File: config.mk
export PLATFORM = sky130hd
export DESIGN_NAME = rau_controller
export DESIGN_NICKNAME = d
export VERILOG_FILES = /design/src/rtl/rau_pkg.sv /design/src/rtl/rau_controller.sv
export SDC_FILE = /design/constraint.sdc
export NUM_CORES = 1
export LEC_CHECK = 0
export BUFFER_PORTS_ARGS = -buffer_cell sky130_fd_sc_hd__buf_2
export CAP_MARGIN = 20
export CORE_MARGIN = 1.5
export CORE_UTILIZATION = 33
export DETAILED_ROUTE_END_ITERATION = 7
export PLACE_DENSITY = 0.68
export SYNTH_ARGS = -nofsm -noshare
export SYNTH_HDL_FRONTEND = slang
export SYNTH_SLANG_ARGS = --single-unit
File: constraint.sdc
create_clock -name clock -period 1.7 [get_ports clock]
set_clock_uncertainty 0.1 [all_clocks]
set_input_delay 0.17 -clock clock [delete_from_list [all_inputs] [get_ports clock]]
set_output_delay 0.17 -clock clock [all_outputs]
set_load 0.005 [all_outputs]
File: src/rtl/rau_pkg.sv
`timescale 1ns / 1ps
`default_nettype none
// ----------------------------------------------------------------------------
// Rational arithmetic package
// Shared types and codes for the rational arithmetic unit.
// ----------------------------------------------------------------------------
package rau_pkg;

   typedef enum logic [1:0] {
      CMD_ADD = 2'd0,
      CMD_SUB = 2'd1,
      CMD_MUL = 2'd2,
      CMD_DIV = 2'd3
   } cmd_type;

   typedef enum logic [1:0] {
      ST_OK       = 2'd0,
      ST_INVALID  = 2'd1,
      ST_DIVZERO  = 2'd2,
      ST_OVERFLOW = 2'd3
   } status_type;

   // datapath operations issued by the controller
   typedef enum logic [3:0] {
      OP_NONE,
      OP_LOAD,
      OP_MUL1,
      OP_MUL2,
      OP_MUL3,
      OP_COMBINE,
      OP_GCD_INIT,
      OP_GCD_STEP,
      OP_DIV_INIT,
      OP_DIV_STEP,
      OP_FINISH
   } op_type;

   typedef struct packed {
      op_type     op;
   } dp_cmd_type;

   typedef struct packed {
      logic       den_zero;
      logic       bnum_zero;
      logic       is_div;
      logic       raw_zero;
      logic       gcd_done;
      logic       div_done;
   } dp_status_type;

endpackage
`default_nettype wire

File: src/rtl/rau_controller.sv
`timescale 1ns / 1ps
`default_nettype none
// ----------------------------------------------------------------------------
// Rational arithmetic controller
// Sequences argument checks, cross products and result reduction.
// ----------------------------------------------------------------------------
module rau_controller (
   input  wire                    clock,
   input  wire                    reset,
   input  wire                    start,
   output logic                   busy,
   input  rau_pkg::dp_status_type sts,
   output rau_pkg::dp_cmd_type    cmd,
   output logic                   rsp_valid,
   output logic [1:0]             rsp_status,
   output logic                   rsp_zero
);
   import rau_pkg::*;

   typedef enum logic [3:0] {
      S_IDLE, S_CHECK, S_MUL1, S_MUL2, S_MUL3, S_COMB, S_ZCHK, S_GSTEP,
      S_DSTEP, S_DONE
   } state_type;

   state_type   state_ff;

   always_comb begin
      cmd.op = OP_NONE;
      case (state_ff)
         S_IDLE:  if (start) cmd.op = OP_LOAD;
         S_MUL1:  cmd.op = OP_MUL1;
         S_MUL2:  cmd.op = OP_MUL2;
         S_MUL3:  cmd.op = OP_MUL3;
         S_COMB:  cmd.op = OP_COMBINE;
         S_ZCHK:  if (!sts.raw_zero) cmd.op = OP_GCD_INIT;
         S_GSTEP: cmd.op = sts.gcd_done ? OP_DIV_INIT : OP_GCD_STEP;
         S_DSTEP: cmd.op = sts.div_done ? OP_FINISH : OP_DIV_STEP;
         default: cmd.op = OP_NONE;
      endcase
   end

   assign busy = (state_ff != S_IDLE);

   always_ff @(posedge clock) begin
      if (reset) begin
         state_ff   <= S_IDLE;
         rsp_valid  <= 1'b0;
         rsp_status <= ST_OK;
         rsp_zero   <= 1'b0;
      end else begin
         rsp_valid <= 1'b0;
         case (state_ff)
            S_IDLE: if (start) state_ff <= S_CHECK;
            S_CHECK: begin
               if (sts.den_zero) begin
                  rsp_valid  <= 1'b1;
                  rsp_status <= ST_INVALID;
                  rsp_zero   <= 1'b1;
                  state_ff   <= S_IDLE;
               end else if (sts.is_div && sts.bnum_zero) begin
                  rsp_valid  <= 1'b1;
                  rsp_status <= ST_DIVZERO;
                  rsp_zero   <= 1'b1;
                  state_ff   <= S_IDLE;
               end else begin
                  state_ff <= S_MUL1;
               end
            end
            S_MUL1: state_ff <= S_MUL2;
            S_MUL2: state_ff <= S_MUL3;
            S_MUL3: state_ff <= S_COMB;
            S_COMB: state_ff <= S_ZCHK;
            S_ZCHK: begin
               if (sts.raw_zero) begin
                  rsp_valid  <= 1'b1;
                  rsp_status <= ST_OK;
                  rsp_zero   <= 1'b1;
                  state_ff   <= S_IDLE;
               end else begin
                  state_ff <= S_GSTEP;
               end
            end
            S_GSTEP: if (sts.gcd_done) state_ff <= S_DSTEP;
            S_DSTEP: if (sts.div_done) state_ff <= S_DONE;
            S_DONE: begin
               rsp_valid  <= 1'b1;
               rsp_status <= ST_OK;
               rsp_zero   <= 1'b0;
               state_ff   <= S_IDLE;
            end
            default: state_ff <= S_IDLE;
         endcase
      end
   end

   a_rsp_one_cycle: assert property (@(posedge clock) disable iff (reset)
      rsp_valid |=> !rsp_valid);
   a_rsp_when_idle: assert property (@(posedge clock) disable iff (reset)
      rsp_valid |-> !busy);
   a_accept_busy: assert property (@(posedge clock) disable iff (reset)
      (start && !busy) |=> busy);
   a_error_zero: assert property (@(posedge clock) disable iff (reset)
      (rsp_valid && rsp_status != ST_OK) |-> rsp_zero);

endmodule
`default_nettype wire

; ---- Word-level counts from Yosys, hierarchy flattened
; Cells that the tools add are included.
; W data, S select, Z words.
[word_totals]
out_inout_bits = 9
register_bits = 8
input_bits = 9
[op_classes]
n_reduce_logical = 6
eq_ne = 14
muxes = 24
[ops]
columns = operator, n
row1 = $pmux W4 S9, 1
row2 = $pmux W4 S8, 1
row3 = $eq A4 B3 Y1 const B, 4
row4 = $mux W4, 4
row5 = $mux W2, 6
row6 = $eq A4 B2 Y1 const B, 2
row7 = $eq A4 B4 Y1 const B, 2
row8 = $ne A2 B2 Y1 const B, 4
row9 = $mux W1, 7
row10 = $mux W3, 2
row11 = $pmux W1 S3, 2
row12 = $pmux W2 S3, 1
row13 = $reduce_and A3 Y1, 2
row14 = $eq A4 B1 Y1 const B, 1
row15 = $logic_not A4 Y1, 1
row16 = $reduce_bool A4 Y1, 1
row17 = $ne A3 B3 Y1 const B, 1
row18 = $reduce_bool A3 Y1, 1
row19 = $logic_and A1 B1 Y1, 1

; ---- Logic depth before layout (Yosys ltp)
; Gate-level depths: netlist (run 1).
[logic_depth]
depth_word = 4
ltp_mapped = 5
depth_no_buf = 4

; ---- Worst setup path before layout (run 1)
; OpenSTA, ideal clock, no wires.
[synth_path]
path_type = register to output
from = register state_ff[1]
to = output busy
required_ns = 1.430
path_stages_with_launch = 4
path_slack_ns = 0.422
t_arrival_ns = 1.008
cell_sequence = dfxtp_1 buf_6 or3_1 or2_1
[synth_between]
elab_chain_cells = 1
[synth_rtl]
columns = element, line_no
row1 = "start, declared", rau_controller.sv:25  ; state_type state_ff;
row2 = "start signal, assigned", rau_controller.sv:46  ; state_ff <= S_IDLE;
row3 = "start signal, assigned", rau_controller.sv:53  ; S_IDLE: if (start) state_ff <= S_CHECK;
row4 = "start signal, assigned", rau_controller.sv:59  ; state_ff <= S_IDLE;
row5 = $reduce_bool A4 Y1, rau_controller.sv:42  ; assign busy = (state_ff != S_IDLE);
row6 = "end, declared", rau_controller.sv:11  ; output logic busy,
; No other way between the ends.

; ---- Final worst setup path (run 1)
[layout_path]
from = register state_ff[2]
to = output busy
; Same word-level chain as after synthesis.

==> results of run 1 <==
-- cells in the mapped netlist, types with 2 or more instances --
master	n	area [sq um]
nor2_1	3	11.3
nand2b_1	2	12.5
nor4_1	2	12.5
nand3_1	5	25.0
inv_2	2	7.51
nand2_1	8	30.0
buf_6	4	45.0
inv_1	3	11.3
a21oi_1	4	20.0
o21ai_1	3	15.0
dfxtp_1	8	160
nor2b_1	2	12.5
-- state kept, by name, summed over array words and instances, names as in the netlist --
register and cells:
rsp_zero 1, rsp_valid 1, rsp_status 2, state_ff 4
-- what timing repair did --
item	CTS	global route
gates cloned	0	0
endpoints found under the hold margin	0	0
gates resized for setup	2	4
setup buffers	0	0
setup endpoints to repair	2	4
-- logic make-up (layout without fill, tap and decap cells) --
group / Yosys count / in the layout / synth area share
AND/OR/NAND/NOR: 30 / 30 / 0.314
buffers and inverters: 9 / 27 / 0.114
AO/OA/AOI/OAI: 20 / 20 / 0.267
flip-flops: 8 / 8 / 0.287
multiplexers: 1 / 1 / 0.0179
-- power groups by stage --
stage	sequential [W]	clock (W)	combinational [W]
after floorplan	0.000208	0	0.0000622
after global placement	0.000215	0	0.0000880
after detailed placement	0.000216	0	0.0000890
after CTS	0.000212	0.000150	0.0000893
after global routing	0.000214	0.000159	0.0000981
final	0.000211	0.000143	0.0000890
-- stage by stage --
| stage | hold WS, ns | setup WS, ns | area (sq um) | cells | power, W |
|---|---|---|---|---|---|
| 2_1_floorplan | 0.139 | 0.422 | 558 | 68 | 0.000270 |
| 5_1_grt | 0.0940 | 0.000954 | 666 | 102 | 0.000471 |
| 4_1_cts | 0.0909 | 0.0115 | 658 | 102 | 0.000451 |
| 3_3_place_gp | 0.332 | 0.210 | 633 | 99 | 0.000303 |
| 3_5_place_dp | 0.354 | 0.189 | 633 | 99 | 0.000305 |
| 6_report | 0.0912 | 0.0662 | 666 | 102 | 0.000443 |
-- per-layer routing --
layer	track usage	wire length (microns)	vias to the layer above
met5	0	0	-
met4	0.0182	0	0
met3	0.0490	32	0
met2	0.256	652	7
met1	0.166	529	244
li1	-	-	283
-- worst register-to-register path: stages, from the launching register on --
cell,delay (ns)
dfxtp_2,0.36
buf_4,0.17
nor4_1,0.29
a311oi_1,0.09
a21oi_1,0.16
nor2_1,0.05
-- how the worst max path moves through the flow --
stage,endpoint,startpoint,slack [ns]
after floorplan,busy,state_ff[1],0.42
after global placement,cmd[1],state_ff[1],0.21
after detailed placement,cmd[1],state_ff[1],0.19
after CTS,cmd[2],state_ff[0],0.01
after global routing,busy,state_ff[2],0.001
final,busy,state_ff[2],0.07
-- area by class of cell --
type / instances / area, sq um
Timing Repair Buffer: 19 / 100
Clock buffer: 3 / 22.5
Multi-Input combinational cell: 51 / 334
Fill cell: 178 / 876
Inverter: 5 / 18.8
Sequential cell: 8 / 170
Tap cell: 16 / 20.0
==> impl_metrics.yaml, run 1 <==
pwr:
  p_leak_nw: 0.297
  clkPwrFrac: 0.323
  sw_frac_of_total: 0.275
  seq_power_share: 0.477
  irDropWorstVdd_uv: 433
  p_switching_w: 0.000122
  power_frac_comb: 0.201
  internal-power_w: 0.000321
  cellPowerDensity_nw_per_um2: 666
logic_synthesis:
  syn_nets: 77
  ys.flop_type: "dfxtp_1"
  ys_ff_latch: 8
  syn_area_sq_um: 558
  ys_async_sr_fraction: 0
  yosysSeqAreaShare: 0.287
  synth_edf_count: 0
  yosys_warnings: 0
  synth_cell_type_count: 34
  netlist_instances: 68
  syn_area_per_cell_sq_um: 8.21
sta:
  setup_tns_ns: 0
  rsz0062_at_grt: "no"
  worstMarginPinSlew_ns: 0.304
  post-route-period-util: 0.961
  slew_viol_final: 0
  max_slew_margin: 0.796
  hold_viol_final: 0
  final-setup-viol-count: 0
  period_needed_ns: 1.63
  fmax_ghz: 0.612
place:
  io_buffers: 17
  hpwl_microns: 933
  place.gp.congestion: 0.794
min_path:
  whs_endpoint: "rsp_status[0]"
  hp-class: "in -> reg"
  min_from: "sts[5]"
  hold_depth: 3
worst_setup_path:
  end_kind: "primary output"
  rr_worst_depth: 5
  reg2reg_from: "state_ff[3]"
  reg2reg_slack_ns: 0.39
  path_max_fanout: 14
  cp.depth: 3
  critical_path_class: "reg -> out"
  start_kind: "flip-flop"
  slowest_delay_ns: 0.40
  crit_slowest_cell: "or3_1"
  cp.required_ns: 1.43
  r2r_end: "state_ff[0]"
  timing.critical_path.buf_inv: 1
  critical_path.top_delay_family: "simple AND/OR/NAND/NOR gates"
  cp.arrival_ns: 1.36
  crit_chain: "or3_1 -> or2_1 -> buf_2"
final_layout:
  synthToLayoutAreaGrowth_pct: 19.3
  final_cell_mix: "buf_2, nand2_1, nand3_1, a21oi_1, dfxtp_1"
  final_common_cell: "buf_2"
  final_util: 0.432
  finalNetCount: 97
  drive_above_1_share: 0.430
  diodes: 0
clock_tree:
  tritoncts: "yes"
  cts_num_sinks: 8
  cts_root_buffer: "clkbuf_4"
  postCtsHoldBufs: 0
  cts.htree.levels: 1
  cts-buffers-inserted: 3
  cts.path.max_buffers: 2
  clk_latency_ns: 0.25
  clkTransAtPathRegs_ns: 0.05
route:
  num_vias: 534
  drt-wirelength-per-cell_microns: 11.9
  routed_wirelength_mm: 1.21
  dr.pass1.iters: 2
  postRouteAntennaNets: 0
  drcViolationCount: 0
  avgViaCountPerCell: 5.24
  drt_iter0_drc: 1
floorplanning:
  core_area_sq_um: 1540
  die_area_sq_um: 1950
  fp.dieH_microns: 44.1
  rows: 14
  ios: 18
  die-width_microns: 44.1
  start_util: 0.362
global_routing:
  grt_pass1_wl_mm: 2.01
  antenna_found_initial: 0
  grt_max_degree: 16
  gr-total-overflow: 0
  grt_util_all_layers: 0.142
  grt_pass1_vias: 486
status:
  status: "finished, final reports clean"
job:
  max_cap_viol_count: 0
Note: power is estimated with default switching activity, not from simulation.
==> run 2: changes to the inputs <==
- ABC_AREA: not set -> 1
- CORE_MARGIN: 1.5 -> not set
- CTS_BUF_LIST: not set -> sky130_fd_sc_hd__clkbuf_8
- PLACE_DENSITY: 0.68 -> 0.69
==> run 2 against run 1 <==
Effect of this change: setup slack gained 0.018 ns; via count grew 8.6%; largest power group is now the clock network; wire length shrank 1.6%; critical path depth grew 3; clock power grew 59%; design area grew 4.5%; maximum frequency grew 1.1%; critical endpoint is now cmd[2]; non-clock buffer count grew 2; highest routed layer unchanged.
==> impl_metrics.yaml, run 2 <==
logic_synthesis:
  synth_area_leaders: "dfxtp_1, nand2_1, nand3_1"
  yosys.area.top_type_share: 0.322
  synth_top_family_by_area: "simple AND/OR/NAND/NOR gates"
  synth.most_common_cell: "nand2_1"
  yosysTopAreaCell: "dfxtp_1"
  ys_async_sr_fraction: 0
  synth_compound_area_frac: 0.0982
  syn_area_per_cell_sq_um: 6.13
  synth_xor_area_frac: 0
  synth_edf_count: 0
  synth-simple-area-share: 0.489
  syn_area_sq_um: 497
  yosys-top-cells-count: "nand2_1, nor2_1, nand3_1, inv_1, dfxtp_1"
  syn_nets: 90
  synth_cell_type_count: 16
  netlist_instances: 81
  ys.flop_type: "dfxtp_1"
  yosysSeqAreaShare: 0.322
  yosys_warnings: 0
  synthAdderAreaFrac: 0
  synth.area.mux_share: 0
  ys_ff_latch: 8
place:
  hpwl_microns: 821
  io_buffers: 17
  place.gp.congestion: 0.871
  post_dp_cell_area_sq_um: 608
global_routing:
  grt_max_degree: 10
  grt_pass1_wl_mm: 1.86
  grt_util_all_layers: 0.175
  grt_pass1_vias: 460
  gr-total-overflow: 0
  antenna_found_initial: 0
floorplanning:
  start_util: 0.368
  ios: 18
  core_area_sq_um: 1350
  die-width_microns: 40.8
  fp.dieH_microns: 40.8
  rows: 13
  die_area_sq_um: 1660
sta:
  period_needed_ns: 1.62
  worstMarginPinSlew_ns: 0.245
  fmax_ghz: 0.619
  hold_viol_final: 0
  hold_slack_ns: 0.0478
  final-setup-viol-count: 0
  max_slew_margin: 0.836
  post-route-period-util: 0.950
  slew_viol_final: 0
worst_setup_path:
  start_kind: "flip-flop"
  crit_slowest_cell: "dfxtp_1"
  critical_path_class: "reg -> out"
  critical_path.top_delay_family: "flip-flops"
  timing.critical_path.buf_inv: 3
  reg2reg_slack_ns: 0.25
  cp.arrival_ns: 1.35
  slowest_delay_ns: 0.39
  cp.required_ns: 1.43
  crit_chain: "inv_1 -> nor2_4 -> buf_4 -> nand2_1 -> nand3_1 -> buf_2"
  end_kind: "primary output"
  path_max_fanout: 8
final_layout:
  synthToLayoutAreaGrowth_pct: 40.1
  final_common_cell: "nand2_1"
  final_cell_mix: "nand2_1, buf_2, nor2_1, inv_1, nand3_1"
  largestRegisters: "state_ff (4), rsp_status (2)"
  regMostFlops: "state_ff"
  final_area_sq_um: 696
  diodes: 0
  drive_above_1_share: 0.333
  fillers: 129
  largest_reg_flops: 4
  finalNetCount: 116
clock_tree:
  clkTransAtPathRegs_ns: 0.04
  cts.htree.levels: 1
  tritoncts: "yes"
  cts_num_sinks: 8
  cts.path.max_buffers: 2
  postCtsHoldBufs: 0
  clk_latency_ns: 0.23
  cts-buffers-inserted: 3
  cts_root_buffer: "clkbuf_8"
route:
  dr.pass1.iters: 4
  routed_wirelength_mm: 1.20
  drcViolationCount: 0
  drt_iter0_drc: 22
  num_vias: 580
  drt-wirelength-per-cell_microns: 9.96
  postRouteAntennaNets: 0
  wl_met2_microns: 580
  route.met3.wl_microns: 53
  drt-met1-wl_microns: 562
  avgViaCountPerCell: 4.83
  top_layer: "met3"
pwr:
  p_leak_nw: 0.391
  cellPowerDensity_nw_per_um2: 806
  irDropWorstVdd_uv: 607
job:
  max_cap_viol_count: 0
status:
  status: "finished, final reports clean"
min_path:
  hp-class: "in -> reg"
==> run 2: final timing paths <==
check / end / startpoint / depth (start not counted)
worst max register to register: rsp_status[0] / state_ff[2] / 8
worst max-delay path: cmd[2] / state_ff[2] / 6
worst min register to register: rsp_status[1] / rsp_status[1] / 2
worst min-delay path: state_ff[1] / reset / 2
==> run 2: logic make-up after synthesis <==
family | after synthesis
simple gates | 53
buf+inv | 12
flops | 8
compound gates | 8
==> run 2: what timing repair did <==
action	4_1_cts	5_1_grt
setup endpoints to repair	0	3
gates resized for setup	0	6
endpoints found under the hold margin	0	0
buffers inserted	0	3
==> run 2: power by group <==
part / leakage, nW / internal (W) / switching, W
clock network: 0.0216 / 0.000153 / 0.0000744
registers: 0.0658 / 0.000203 / 0.0000132
logic: 0.304 / 0.0000503 / 0.0000661
==> run 2: metrics by stage <==
step	setup WS [ns]	utilization	TNS, ns	cells	power [W]
3_5_place_dp	0.273	0.450	0	114	0.000325
6_report	0.0843	0.515	0	120	0.000560
4_1_cts	0.0298	0.481	0	117	0.000557
3_3_place_gp	0.265	0.450	0	114	0.000326
2_1_floorplan	0.502	-	0	81	0.000285
5_1_grt	-0.0115	0.515	-0.0115	120	0.000604
==> run 2: routing by layer <==
layer  track usage  vias up
li1              -      310
met1         0.212      253
met2         0.242       17
met3         0.103        0
met4        0.0833        0
met5             0        -
==> run 2: cell type report <==
cell class | count | area, sq um | area share
Multi-Input combinational cell | 61 | 314 | 0.451
Sequential cell | 8 | 161 | 0.232
Timing Repair Buffer | 21 | 115 | 0.165
Inverter | 12 | 45.0 | 0.0647
Clock buffer | 3 | 41.3 | 0.0594
Tap cell | 15 | 18.8 | 0.0270
==> run 3: changes to the inputs <==
- clock period: 1.7 -> 1.8 ns (I/O delays scaled with it)
==> run 3 against run 2 <==
Effect of this change: global-route usage is 0.26 points lower; first-iteration DRC count fell by 23%; power shrank 6.4%; critical path depth fell by 2; setup slack improved by 0.043 ns; final cell count shrank 3.3%; combinational power shrank 11%; sequential power shrank 6%; design area down 7.0%; flip-flop and latch count did not move; critical path type unchanged.
==> impl_metrics.yaml, run 3 (synthesized netlist as in run 2, its figures left out) <==
status:
  status: "finished, final reports clean"
global_routing:
  gr-total-overflow: 0
  grt_pass1_wl_mm: 1.85
  grt_pass1_vias: 473
  grt_max_degree: 10
  grt_util_all_layers: 0.173
  antenna_found_initial: 0
sta:
  final-setup-viol-count: 0
  worstMarginPinSlew_ns: 0.468
  post-route-period-util: 0.929
  worst_slack_ns: 0.128
  setup_tns_ns: 0
  slew_viol_final: 0
  hold_viol_final: 0
  max_slew_margin: 0.687
  period_needed_ns: 1.67
  rsz0062_at_grt: "no"
  hold_slack_ns: 0.0657
  fmax_ghz: 0.598
worst_setup_path:
  path_max_fanout: 5
  cp.arrival_ns: 1.39
  start_kind: "flip-flop"
  rr_worst_depth: 6
  critical_path_class: "reg -> out"
  crit_start: "state_ff[0]"
  reg2reg_slack_ns: 0.42
  reg2reg_from: "state_ff[3]"
  cp.required_ns: 1.52
  end_kind: "primary output"
  r2r_end: "rsp_status[0]"
clock_tree:
  cts_num_sinks: 8
  cts_root_buffer: "clkbuf_8"
  cts.htree.levels: 1
  clk_latency_ns: 0.23
  cts.path.max_buffers: 2
  postCtsHoldBufs: 0
  tritoncts: "yes"
  cts_setup_buffers: 0
  cts-buffers-inserted: 3
  ctsResizeCount: 0
  clkTransAtPathRegs_ns: 0.05
floorplanning:
  core_area_sq_um: 1350
  rows: 13
  die-width_microns: 40.8
  start_util: 0.368
  die_area_sq_um: 1660
  ios: 18
  fp.dieH_microns: 40.8
route:
  routed_wirelength_mm: 1.14
  num_vias: 573
  drt_iter0_drc: 17
  dr.pass1.iters: 4
  postRouteAntennaNets: 0
  drt-wirelength-per-cell_microns: 9.82
  avgViaCountPerCell: 4.94
  drcViolationCount: 0
final_layout:
  largestRegisters: "state_ff (4), rsp_status (2)"
  fillers: 146
  diodes: 0
  regMostFlops: "state_ff"
  final_cell_mix: "nand2_1, buf_2, nor2_1, inv_1, nand3_1"
  finalNetCount: 112
  seqCellArea_sq_um: 160
  final_common_cell: "nand2_1"
  stdcell_count: 116
  synthToLayoutAreaGrowth_pct: 30.2
  multi_input_area_sq_um: 297
  largest_reg_flops: 4
  drive_above_1_share: 0.267
pwr:
  irDropWorstVdd_uv: 505
  p_leak_nw: 0.371
  cellPowerDensity_nw_per_um2: 811
  p_total_w: 0.000525
place:
  place.gp.congestion: 0.889
  dp_slack_ns: 0.306
  io_buffers: 17
  place_inst: 113
  hpwl_microns: 878
job:
  max_cap_viol_count: 0
min_path:
  whs_endpoint: "state_ff[1]"
  hp-class: "in -> reg"
  hold_depth: 2
  min_from: "reset"
run 3: cell count changes in the layout (fill, tap and decap cells not counted), sizes merged:
cell	previous run	this run
buf	21	17
run 3: final cells by class:
cell class | count | share of cell area
Sequential cell | 8 | 0.248
Multi-Input combinational cell | 61 | 0.458
Inverter | 12 | 0.0696
Clock buffer | 3 | 0.0638
Timing Repair Buffer | 17 | 0.132
Tap cell | 15 | 0.0290
run 3: worst max path at each step:
stage | end | slack [ns] | cells after the start
3_3_place_gp | cmd[1] | 0.33 | 5
2_1_floorplan | state_ff[0] | 0.60 | 6
5_1_grt | cmd[1] | 0.07 | 5
4_1_cts | cmd[1] | 0.07 | 5
6_report | cmd[1] | 0.13 | 4
3_5_place_dp | cmd[1] | 0.31 | 5
run 3: per-layer routing:
layer / track usage / up-vias / share of wire
met5: 0 / - / 0
met4: 0.0250 / 0 / 0
met3: 0.0978 / 0 / 0.049
met2: 0.285 / 14 / 0.50
met1: 0.195 / 258 / 0.45
li1: - / 301 / -
run 3: critical path, cell delays in order (launching register included):
cell and delay [ns]:
dfxtp_1 0.36, nor2_1 0.30, nand2_1 0.15, o2111ai_1 0.20, buf_2 0.14
run 3: power breakdown:
group	total, W	internal [W]	switching [W]
Sequential	0.000202	0.000191	0.0000112
Combinational	0.000103	0.0000429	0.0000597
Clock	0.000219	0.000145	0.0000742
run 3: through the flow:
step	cell area, sq um	utilization
3_3_place_gp	601	0.445
2_1_floorplan	497	-
6_report	647	0.479
4_1_cts	642	0.475
3_5_place_dp	601	0.445
5_1_grt	647	0.479
